===== config.mk =====
export PLATFORM = sky130hd
export DESIGN_NAME = mf3_window
export DESIGN_NICKNAME = d
export VERILOG_FILES = /design/src/hdl/mf3_pkg.sv /design/src/hdl/mf3_window.sv
export SDC_FILE = /design/constraint.sdc
export NUM_CORES = 1
export LEC_CHECK = 0
export ABC_AREA = 0
export ABC_CLOCK_PERIOD_IN_PS = 6750
export BUFFER_PORTS_ARGS = -buffer_cell sky130_fd_sc_hd__buf_2
export CAP_MARGIN = 20
export CORE_MARGIN = 5
export CORE_UTILIZATION = 53
export CTS_CLUSTER_SIZE = 8
export DETAILED_ROUTE_END_ITERATION = 8
export PLACE_DENSITY = 0.87
export SLEW_MARGIN = 30
export SYNTH_ARGS = -nofsm -noshare
export SYNTH_HDL_FRONTEND = slang
export SYNTH_SLANG_ARGS = --single-unit
export TNS_END_PERCENT = 30

===== constraint.sdc =====
create_clock -name clk -period 6.75 [get_ports clk]
set_clock_uncertainty 0.1 [all_clocks]
set_input_delay 0.3375 -clock clk [delete_from_list [all_inputs] [get_ports clk]]
set_output_delay 0.3375 -clock clk [all_outputs]
set_load 0.01 [all_outputs]

===== src/hdl/mf3_pkg.sv =====
// Shared widths, register indexes, pipeline types and sort helpers for the 3x3 median filter.
`timescale 1ns / 1ps
`default_nettype none

package mf3_pkg;

  localparam int PIX_W      = 8;
  localparam int COORD_W    = 11;
  localparam int CFG_W      = 12;
  localparam int CFG_IDX_W  = 2;
  localparam int MAX_WIDTH_DEF = 2048;
  localparam int MAX_HEIGHT = 2048;

  localparam logic [CFG_IDX_W-1:0] REG_FRAME_WIDTH  = CFG_IDX_W'(0);
  localparam logic [CFG_IDX_W-1:0] REG_FRAME_HEIGHT = CFG_IDX_W'(1);

  localparam logic [CFG_W-1:0] FRAME_WIDTH_RST  = CFG_W'(640);
  localparam logic [CFG_W-1:0] FRAME_HEIGHT_RST = CFG_W'(480);
  localparam logic [CFG_W-1:0] MIN_SIZE         = CFG_W'(3);

  typedef struct packed {
    logic [PIX_W-1:0] hi;
    logic [PIX_W-1:0] md;
    logic [PIX_W-1:0] lo;
  } col_t;

  typedef struct packed {
    logic [COORD_W-1:0] row;
    logic [COORD_W-1:0] col;
  } tag_t;

  typedef struct packed {
    logic valid;
    logic emit;
    tag_t tag;
  } pipe_t;

  function automatic col_t sort3(input logic [PIX_W-1:0] a, input logic [PIX_W-1:0] b,
                                 input logic [PIX_W-1:0] c);
    logic [PIX_W-1:0] x0, x1, y0, y1, z0, z1;
    col_t r;
    x0 = (a < b) ? a : b;
    x1 = (a < b) ? b : a;
    y0 = (x1 < c) ? x1 : c;
    y1 = (x1 < c) ? c : x1;
    z0 = (x0 < y0) ? x0 : y0;
    z1 = (x0 < y0) ? y0 : x0;
    r.lo = z0;
    r.md = z1;
    r.hi = y1;
    return r;
  endfunction

  function automatic logic [PIX_W-1:0] max3(input logic [PIX_W-1:0] a,
                                            input logic [PIX_W-1:0] b,
                                            input logic [PIX_W-1:0] c);
    logic [PIX_W-1:0] m;
    m = (a > b) ? a : b;
    return (m > c) ? m : c;
  endfunction

  function automatic logic [PIX_W-1:0] min3(input logic [PIX_W-1:0] a,
                                            input logic [PIX_W-1:0] b,
                                            input logic [PIX_W-1:0] c);
    logic [PIX_W-1:0] m;
    m = (a < b) ? a : b;
    return (m < c) ? m : c;
  endfunction

  function automatic logic [PIX_W-1:0] med3(input logic [PIX_W-1:0] a,
                                            input logic [PIX_W-1:0] b,
                                            input logic [PIX_W-1:0] c);
    logic [PIX_W-1:0] lo, hi, t;
    lo = (a < b) ? a : b;
    hi = (a < b) ? b : a;
    t  = (hi < c) ? hi : c;
    return (lo > t) ? lo : t;
  endfunction

endpackage

`default_nettype wire


===== src/hdl/mf3_window.sv =====
// Column sort and 3-column window of sorted columns.
`timescale 1ns / 1ps
`default_nettype none

module mf3_window import mf3_pkg::*; (
  input  wire logic             clk,
  input  wire logic             rst,
  input  wire logic             en,
  input  wire pipe_t            s_in,
  input  wire logic [PIX_W-1:0] top,
  input  wire logic [PIX_W-1:0] mid,
  input  wire logic [PIX_W-1:0] bot,
  output      pipe_t            s_out,
  output      col_t             c0,
  output      col_t             c1,
  output      col_t             c2
);

  col_t win1, win2, cur;

  assign cur = sort3(top, mid, bot);

  always_ff @(posedge clk) begin
    if (rst) begin
      s_out <= '0;
      win1  <= '0;
      win2  <= '0;
    end else if (en) begin
      s_out <= s_in;
      if (s_in.valid) begin
        win1 <= cur;
        win2 <= win1;
      end
    end
  end

  always_ff @(posedge clk) begin
    if (en) begin
      c0 <= cur;
      c1 <= win1;
      c2 <= win2;
    end
  end

endmodule

`default_nettype wire


Yosys cells after proc, flatten, opt, wreduce, memory -nomap -nowiden
Index checks and enable logic that the tools add are counted.
- bits in registers: 144
- bits in latches: 0
- memory bits (writable): 0
- bits in read-only memories: 0
- input port bits: 51
- output and inout bits: 96
- word-level logic and storage cells: 29
- memories kept: 0
- $add $sub $neg: 0
- multipliers: 0
- div/mod/pow operators: 0
- magnitude comparators: 3
- eq/ne operators: 0
- shift-type cells: 0
- mux-type cells: 6
- bitwise operators: 0
- reductions and logical operators: 1
- operator list (kind ; count):
    $mux W8 ; 6
    $lt A8 B8 Y1 ; 3
    $reduce_and A2 Y1 ; 1

Depth between registers and ports, before layout
- depth after elaboration: 6
- depth in mapped cells: 23
- gate-level depth less buffers: 20

Least setup slack after synthesis
No wires, ideal clock.
- kind: input-to-reg
- start: input port mid[7]
- end: register c0[6] (netlist name) (data pin)
- setup time: 0.271 ns
- data arrival time: 4.800 ns
- data required time: 6.379 ns
- slack: 1.579 ns
- stages on the path: 21
- path buffers: 3
- cells stage by stage: inv_1 > ha_1 > and4_1 > o21ai_0 > o21ai_2 > buf_4 > mux2_2 > ha_1 > nand2_1 > o21ai_0 > nor2_1 > a31oi_4 > mux2i_1 > ha_1 > a21o_1 > a21oi_1 > o221ai_1 > clkbuf_1 > nor2_1 > buf_4 > mux2i_1
- RTL lines (element ; RTL line ; source):
    start, declared ; mf3_window.sv:11 ; input wire logic [PIX_W-1:0] mid,
    end signal, assigned ; mf3_window.sv:39 ; c0 <= cur;
    end, declared ; mf3_window.sv:14 ; output col_t c0,

==> metrics.cfg <==
[outcome]
outcome=complete, no violations

[clock_tree]
cts_htree_levels=4
cts.clk_slew.worst_paths_ps=60
ctsRootBufferMaster=clkbuf_16
cts_buffers=17
post_cts_resized=0
cts_tree=built
cts_sinks=144
postCtsSetupBuffers=0
holdBufCountCts=0
worst_skew_pair.late_latency_ps=410
clockBufferDepth=2

[placement]
placedInstanceArea_um2=6854
dpl.hpwl_um=10010
place.gp.congestion=0.9439
io_buffers=146
pre_cts_slack_ps=448.2

[timing]
fin_setup_tns_ps=0
post-route-period-util_pct=89.37
setup_viol=0
fmax_mhz=165.8
worst_slack_ps=717.5
tightest_slew_ps=937.9
rsz0062_at_grt=no
relSlewSlack_pct=37.48
period_needed_ps=6032
hold_violations=0
slew_viol_final=0

[setup_path]
cp_cell_sequence=buf_2 -> inv_1 -> ha_1 -> and4_1 -> o21ai_0 -> o21ai_2 -> mux2_2 -> ha_1 -> a21oi_1 -> o21ai_0 -> nor2_1 -> a31oi_4 -> mux2i_1 -> ha_1 -> nand4_1 -> nor2_1 -> a21boi_2 -> or2_2 -> o21ai_0
crit_family=compound AO/OA/AOI/OAI gates
path_max_fanout=18
cp.buffers_inverters=2
crit_path_end_kind=flop
arrival_ps=6070
max_stage_delay_ps=710
cp.required_ps=6790
cp_slowest_cell=o21ai_2
critPathKind=in2reg
startpoint_type=input port

[global_routing]
grt_pass1_vias=4300
grt_pass1_wl_um=21720
grt_max_degree=75
grt_overflow=0
grt_usage_pct=20.93
antenna_found_initial=0

[synth]
syn_inst=514
async_reset_ff_share_pct=0
yosysSeqAreaShare_pct=59.85
netlist_area_um2=6021
synth_edf_count=72
synth_ff_type=edfxtp_1
syn_area_per_cell_um2=11.71
synth-seq-cells=144
synth_warnings=0
syn_nets=586
yosysUniqueCellTypes=47

[layout]
syn2layout_area_growth_pct=22.88
final_cell_area_um2=7398
final_nets=729
drive_gt1_share_pct=31.19
antenna_cells=0
n_fill_cell=849

[drt]
num_vias=4386
drt-total-wl_um=13880
drc=0
wire_per_inst_um=17.07
vias_per_cell=5.395
drtAntennaViolNets=0
drt_iter0_markers=262
dr.pass1.iters=5

[worst_hold_path]
hp-class=in2reg

[pwr]
p_leak_nw=3.211
ir_worst_vdd_mv=0.1961
powerDensity_nw_per_um2=311.9

[die]
ios=147
fp.dieH_um=116.6
die_w_um=116.6
coreArea_um2=11270
initial_utilization_pct=53.41
dieArea_um2=13590
row_count=39

[flow_run]
drv_cap=0

-- per-stage QoR --
step | hold slack (ps) | utilization, % | power (mW) | instances
after CTS | 50.39 | 65.63 | 2.326 | 813
after detailed placement | 315.6 | 60.81 | 1.482 | 781
final | 68.50 | 65.63 | 2.308 | 813
after global placement | 314.3 | 60.75 | 1.465 | 781
after global routing | 50.28 | 65.63 | 2.416 | 813
after floorplan | 308.1 | - | 1.328 | 514
-- sequential cells by signal (all words and copies together), names as in the netlist --
register,count
c0,24
c1,24
c2,24
s_out,24
win1,24
win2,24
-- tightest hold or removal path: stages --
cell	delay, ps
buf_2	80
mux2i_1	50
nor2_1	70
-- per-layer routing --
metal  global-route usage, %  vias up  wire, um
met2                   32.88      158      6744
met5                       0        -         0
met4                   8.104        0       294
met1                   26.64     2063      5774
met3                   7.513       28      1062
li1                        -     2137         -
-- report_power, final --
group | switching [mW] | internal (mW) | leakage (nW)
registers | 0.0350 | 1.02 | 1.32
clock network | 0.334 | 0.506 | 0.262
logic | 0.248 | 0.167 | 1.63
total | 0.617 | 1.69 | 3.21
-- cells in the final DEF, fill, tap and decap left out, types with 12 or more instances in the layout --
cell         n
mux2_2      15
dfxtp_1     72
a21oi_1     41
nand2_1     75
clkbuf_16   18
edfxtp_1    72
mux2i_1     43
ha_1        21
nand3b_1    14
inv_1       26
buf_2      145
nor2_1      30
o21ai_0     12
-- logic make-up (layout without fill, tap and decap cells) --
family / after synthesis / in the layout / synth area share [%]
DFF: 144 / 144 / 59.85
muxes: 60 / 60 / 10.41
and+or+nand+nor: 140 / 140 / 10.72
adders and majority gates: 21 / 21 / 4.364
AOI/OAI and AO/OA: 95 / 95 / 10.87
buffers and inverters: 54 / 210 / 3.782
-- synthesized netlist by cell type (2+ instances only) --
cell type / instances / area (um2)
nand2_1: 75 / 281.5
dfxtp_1: 72 / 1441
edfxtp_1: 72 / 2162
mux2i_1: 43 / 430.4
a21oi_1: 41 / 205.2
nor2_1: 30 / 112.6
inv_1: 26 / 97.59
clkbuf_1: 22 / 82.58
ha_1: 21 / 262.8
mux2_2: 15 / 168.9
nand3b_1: 14 / 105.1
o21ai_0: 12 / 60.06
o21bai_1: 7 / 52.55
o221ai_1: 7 / 61.31
or4_1: 7 / 52.55
o211ai_1: 5 / 37.54
a21o_1: 3 / 22.52
nand2b_1: 3 / 18.77
o211ai_2: 3 / 37.54
a211oi_1: 2 / 15.01
and2_1: 2 / 12.51
buf_1: 2 / 7.510
buf_4: 2 / 15.01
mux2i_2: 2 / 27.53
nand3_1: 2 / 10.01
nand4_1: 2 / 12.51
or2_2: 2 / 12.51
-- layout make-up --
class	count	area (um2)	area share, %
clock buffer	22	485.5	6.562
clock inverter	10	58.81	0.7949
inverter	26	97.59	1.319
multi-input combinational	316	2196	29.68
sequential	144	3603	48.71
tap	143	178.9	2.418
timing repair buffer	152	778.2	10.52
-- worst paths after layout --
kind	start	to	slack, ps	depth (start not counted)
max	mid[7]	c0[3]$_DFFE_PP_	720	19
max reg2reg	win1[6]$_SDFFE_PP0P_	win1[6]$_SDFFE_PP0P_	5860	3
min reg2reg	win2[23]$_SDFFE_PP0P_	c2[23]$_DFFE_PP_	330	0
min	s_in[17]	s_out[17]$_SDFFE_PP0P_	70	3
(Power assumes the default switching activity.)
