`config.mk`:
```
export PLATFORM = sky130hd
export DESIGN_NAME = mf3_median
export DESIGN_NICKNAME = d
export VERILOG_FILES = /design/src/hdl/mf3_pkg.sv /design/src/hdl/mf3_median.sv
export SDC_FILE = /design/constraint.sdc
export NUM_CORES = 1
export LEC_CHECK = 0
export BUFFER_PORTS_ARGS = -buffer_cell sky130_fd_sc_hd__buf_4
export CAP_MARGIN = 0
export CORE_UTILIZATION = 50
export CTS_BUF_LIST = sky130_fd_sc_hd__clkbuf_8
export CTS_CLUSTER_SIZE = 8
export DETAILED_ROUTE_END_ITERATION = 10
export GPL_ROUTABILITY_DRIVEN = 0
export GPL_TIMING_DRIVEN = 1
export PLACE_DENSITY_LB_ADDON = 0.3
export SETUP_SLACK_MARGIN = 0.5
export SKIP_CTS_REPAIR_TIMING = 1
export SYNTH_ARGS = -nofsm -noshare
export SYNTH_HDL_FRONTEND = slang
export SYNTH_SLANG_ARGS = --single-unit
```
`constraint.sdc`:
```
create_clock -name clk -period 15.3 [get_ports clk]
set_clock_uncertainty 0.05 [all_clocks]
set_input_delay 0.765 -clock clk [delete_from_list [all_inputs] [get_ports clk]]
set_output_delay 0.765 -clock clk [all_outputs]
set_load 0.01 [all_outputs]
```
`src/hdl/mf3_pkg.sv`:
```
// Shared widths, register indexes, pipeline types and sort helpers for the 3x3 median filter.
`timescale 1ns / 1ps
`default_nettype none

package mf3_pkg;

  localparam int PIX_W      = 8;
  localparam int COORD_W    = 11;
  localparam int CFG_W      = 12;
  localparam int CFG_IDX_W  = 2;
  localparam int MAX_WIDTH_DEF = 2048;
  localparam int MAX_HEIGHT = 2048;

  localparam logic [CFG_IDX_W-1:0] REG_FRAME_WIDTH  = CFG_IDX_W'(0);
  localparam logic [CFG_IDX_W-1:0] REG_FRAME_HEIGHT = CFG_IDX_W'(1);

  localparam logic [CFG_W-1:0] FRAME_WIDTH_RST  = CFG_W'(640);
  localparam logic [CFG_W-1:0] FRAME_HEIGHT_RST = CFG_W'(480);
  localparam logic [CFG_W-1:0] MIN_SIZE         = CFG_W'(3);

  typedef struct packed {
    logic [PIX_W-1:0] hi;
    logic [PIX_W-1:0] md;
    logic [PIX_W-1:0] lo;
  } col_t;

  typedef struct packed {
    logic [COORD_W-1:0] row;
    logic [COORD_W-1:0] col;
  } tag_t;

  typedef struct packed {
    logic valid;
    logic emit;
    tag_t tag;
  } pipe_t;

  function automatic col_t sort3(input logic [PIX_W-1:0] a, input logic [PIX_W-1:0] b,
                                 input logic [PIX_W-1:0] c);
    logic [PIX_W-1:0] x0, x1, y0, y1, z0, z1;
    col_t r;
    x0 = (a < b) ? a : b;
    x1 = (a < b) ? b : a;
    y0 = (x1 < c) ? x1 : c;
    y1 = (x1 < c) ? c : x1;
    z0 = (x0 < y0) ? x0 : y0;
    z1 = (x0 < y0) ? y0 : x0;
    r.lo = z0;
    r.md = z1;
    r.hi = y1;
    return r;
  endfunction

  function automatic logic [PIX_W-1:0] max3(input logic [PIX_W-1:0] a,
                                            input logic [PIX_W-1:0] b,
                                            input logic [PIX_W-1:0] c);
    logic [PIX_W-1:0] m;
    m = (a > b) ? a : b;
    return (m > c) ? m : c;
  endfunction

  function automatic logic [PIX_W-1:0] min3(input logic [PIX_W-1:0] a,
                                            input logic [PIX_W-1:0] b,
                                            input logic [PIX_W-1:0] c);
    logic [PIX_W-1:0] m;
    m = (a < b) ? a : b;
    return (m < c) ? m : c;
  endfunction

  function automatic logic [PIX_W-1:0] med3(input logic [PIX_W-1:0] a,
                                            input logic [PIX_W-1:0] b,
                                            input logic [PIX_W-1:0] c);
    logic [PIX_W-1:0] lo, hi, t;
    lo = (a < b) ? a : b;
    hi = (a < b) ? b : a;
    t  = (hi < c) ? hi : c;
    return (lo > t) ? lo : t;
  endfunction

endpackage

`default_nettype wire

```
`src/hdl/mf3_median.sv`:
```
// Median of three sorted columns: row reduction stage, then median of three.
`timescale 1ns / 1ps
`default_nettype none

module mf3_median import mf3_pkg::*; (
  input  wire logic             clk,
  input  wire logic             rst,
  input  wire logic             en,
  input  wire pipe_t            s_in,
  input  wire col_t             c0,
  input  wire col_t             c1,
  input  wire col_t             c2,
  output      pipe_t            s_out,
  output      logic [PIX_W-1:0] median
);

  logic [PIX_W-1:0] lo_max, md_med, hi_min;

  always_ff @(posedge clk) begin
    if (rst) begin
      s_out <= '0;
    end else if (en) begin
      s_out <= s_in;
    end
  end

  always_ff @(posedge clk) begin
    if (en) begin
      lo_max <= max3(c0.lo, c1.lo, c2.lo);
      md_med <= med3(c0.md, c1.md, c2.md);
      hi_min <= min3(c0.hi, c1.hi, c2.hi);
    end
  end

  assign median = med3(lo_max, md_med, hi_min);

endmodule

`default_nettype wire

```
== After elaboration in Yosys (flattened, before gate mapping) ==
Index checks and enable logic that the tools add are counted.
Storage, ports and cells
  bits in registers: 48
  latch bits: 0
  memory bits (writable): 0
  bits in read-only memories: 0
  bits of input ports: 99
  output and inout bits: 32
  logic and storage cells: 29
  memories kept: 0
Cells by class
  add/subtract/negate cells: 0
  multiply operators: 0
  div/mod/pow operators: 0
  magnitude comparators: 10
  eq/ne operators: 0
  shift-type cells: 0
  muxes and demuxes: 12
  bitwise gates (word level): 0
  reduce and logical (&&, ||, !) cells: 0
Operators with widths (count)
  8-bit 2-to-1 mux: 12
  8-bit less-than comparator: 6
  8-bit > comparator: 4

== Depth between registers and ports, before layout ==
  depth in word-level cells: 6
  gate-level depth with buffers: 23
  gate-level depth less buffers: 21

== Worst setup path after synthesis ==
No wires, ideal clock.
  kind: flip-flop to output port
  start point: register lo_max[6]
  end point: output port median[1]
  arrival: 5543 ps
  required time: 14485 ps
  setup slack: 8942 ps
  stages on the path, launching flop included: 22
  buffers on the path: 2
  cells stage by stage: edfxtp_1 -> ha_1 -> nand3_1 -> nor4_2 -> nor2_1 -> buf_2 -> o21ai_0 -> ha_1 -> and2_1 -> a221oi_2 -> nand2_1 -> nor4b_2 -> or3_1 -> buf_2 -> mux2i_1 -> ha_1 -> a21o_1 -> a22oi_1 -> a31oi_1 -> o21ai_1 -> mux2_2 -> a222oi_1
Between the ends
  longest elaborated chain between the ends: 6
  elaborated cells on any way between the ends: 7
  those cells by class: 3 x order compare; 4 x mux
RTL lines
  start, declared: RTL line mf3_median.sv:17  | logic [PIX_W-1:0] lo_max, md_med, hi_min;
  start signal, assigned: RTL line mf3_median.sv:29  | lo_max <= max3(c0.lo, c1.lo, c2.lo);
  8-bit less-than comparator: RTL line mf3_pkg.sv:74, mf3_pkg.sv:75
  8-bit 2-to-1 mux: RTL line mf3_pkg.sv:75  | hi = (a < b) ? b : a;
  8-bit less-than comparator: RTL line mf3_pkg.sv:76  | t = (hi < c) ? hi : c;
  8-bit 2-to-1 mux: RTL line mf3_pkg.sv:76
  8-bit > comparator: RTL line mf3_pkg.sv:77  | return (lo > t) ? lo : t;
  8-bit 2-to-1 mux *: RTL line mf3_pkg.sv:77
  end, declared: RTL line mf3_median.sv:14  | output logic [PIX_W-1:0] median
Every way passes the cells marked *; elsewhere a longest branch is shown, timed or not.

== Worst setup path after layout ==
  start point: register lo_max[6]
  end point: output port median[4]
Same word-level chain as after synthesis.

==> metrics.yaml <==
worstPathRequired_ps: 14490
synth_warnings: 0
max_cap_viol_count: 0
syn-num-nets: 731
cp.buffers_inverters: 1
seqPwrFrac: 0.196
initialDrtViolationCount: 181
floorplan.initialDensity: 0.525
hp-class: "reg2reg"
core_sq_um: 9370
ys_top_cells_by_count: "inv_1 (78), ha_1 (74), mux2i_1 (43)"
fp.dieW_um: 101
netlist.area_leader.share: 0.188
fmax_mhz: 120
nets: 854
grt_pass1_vias: 4633
dieArea_sq_um: 10200
crit_chain: "ha_1, a21oi_1, nor2b_1, a211o_1, nor2_1, o21ai_0, ha_1, and2_1, a221oi_2, nand2_1, nor4b_2, or3_1, mux2i_1, ha_1, a21o_1, a22oi_1, a31oi_1, o21ai_1, mux2_2, a222oi_1, buf_4"
finalCritPeriodShare: 0.542
hold_violations: 0
arrival_ps: 7480
syn_area_per_cell_sq_um: 8.81
fin_util: 0.652
drt-wirelength-per-cell_um: 15.3
insertion_delay_ps: 300
htreeDepth: 2
drt-total-wl_mm: 12.4
clock_sinks: 48
diodes: 0
synth_top_area_cell: "ha_1"
clk_path_buf_depth: 2
via_per_inst: 5.70
rsz0062_at_grt: "false"
synthTopCellsByArea: "ha_1 (19%), edfxtp_1 (15%), dfxtp_1 (9.8%)"
dr.pass1.iters: 5
final-setup-viol-count: 0
io_buffers: 130
ys_types: 59
seq_area_frac_synth: 0.244
cpPeakStageDelay_ps: 950
ys.flop_type: "edfxtp_1"
ioPinCount: 131
syn-instance-count: 558
dr_total_vias: 4621
finalSetupTns_ps: 0
cpMaxStageDelayCell: "nor2_1"
crit_family: "compound AO/OA/AOI/OAI gates"
drv_slew: 0
critical_path_class: "reg2out"
holdWs_ps: 450
critPathLaunchType: "register"
netSwitchingFraction: 0.444
cts_buffers: 5
cp_max_fo: 23
antenna_found_initial: 1
p_int_uw: 486
power_frac_clock: 0.109
ir_worst_vdd_mv: 0.160
fin_crit_ps: 8300
synth_edf_count: 24
overflow: 0
worstSetupEndpointType: "primary output"
syn_area_sq_um: 4920
ys_ff_latch: 48
die_h_um: 101
track_usage: 0.247
grt_max_degree: 49
antenna_left: 0
cts.clk_slew.worst_paths_ps: 100
worstMarginPinSlew_ps: 1230
p_sw_uw: 388
grt_pass1_wl_mm: 20.2
detailed_place_hpwl_mm: 10.2
status: "finished, final reports clean"
cts_tree: "done"
fill_cells: 803
relSlewSlack: 0.176
leakagePower_uw: 0.00314
pwr-share-comb: 0.695
synthArstFlopShare: 0
synth_most_common_cell: "inv_1"
syn2layout_area_growth_pct: 24.3
crit_top_cell: "ha_1"
cts_root_buf: "clkbuf_8"
row_count: 35
drc: 0
drive_gt1_frac: 0.268
powerDensity_nw_per_um2: 143
==> sequential cells by signal (all words and copies together) (netlist names) <==
register and count:
md_med 8, lo_max 8, s_out 24, hi_min 8
==> power by group through the flow <==
stage	clock (uW)	combinational [uW]	sequential, uW
global placement	0	574	173
finish	95.5	607	171
floorplan	0	409	170
detailed placement	0	595	173
global route	103	661	173
CTS	97.7	600	171
==> worst min-delay path, stage by stage (launching register included) <==
cell	delay, ps
dfxtp_1	340
mux2i_1	60
nor2_1	70
==> layout make-up <==
class,count,area [sq um],area share
Clock buffer,5,68.8,0.0113
Clock inverter,3,45.0,0.00737
Inverter,78,293,0.0479
Multi-Input combinational cell,417,3360,0.550
Sequential cell,48,1200,0.197
Tap cell,129,161,0.0264
Timing Repair Buffer,131,983,0.161
==> worst paths after layout <==
| kind | start | to | slack, ps | cells after the start |
|---|---|---|---|---|
| min | s_out[14] | s_out[14] | 450 | 2 |
| max reg2reg | s_out[7] | s_out[7] | 14620 | 2 |
| max | lo_max[6] | median[4] | 7000 | 21 |
| min reg2reg | s_out[14] | s_out[14] | 450 | 2 |
==> cells by family (layout without fill, tap and decap cells) <==
family                   after synthesis  count (layout)  synth area share
AO/OA/AOI/OAI                        136             136             0.195
AND/OR/NAND/NOR                      131             131             0.135
buffers and inverters                 93             217            0.0728
multiplexers                          76              76             0.164
adder cells (fa/ha/maj)               74              74             0.188
flip-flops                            48              48             0.244
==> layout by cell type, fill, tap and decap left out, types with 10 or more instances in the layout <==
cell,n
ha_1,74
a21oi_1,24
dfxtp_1,24
a222oi_1,14
mux2i_1,43
mux2_2,30
nand3_1,13
and3_1,10
nand2_1,38
o21ai_0,41
edfxtp_1,24
nor2_1,35
buf_4,131
inv_1,78
==> routing by layer <==
layer  track usage  vias to the layer above  part of all wire
met2         0.456                      151              0.51
met5             0                        -            0.0010
met3        0.0449                       29             0.056
met1         0.287                     2144              0.41
li1              -                     2295                 -
met4        0.0803                        2             0.021
==> stage by stage <==
stage	std cells	total power, uW	setup slack (ps)	instance area (sq um)
after floorplan	558	580	8940	4920
after CTS	811	868	7140	6110
after global routing	811	937	6590	6110
after detailed placement	803	768	7510	6000
after global placement	803	747	7800	6000
final	811	874	7000	6110
(Power assumes the default switching activity.)
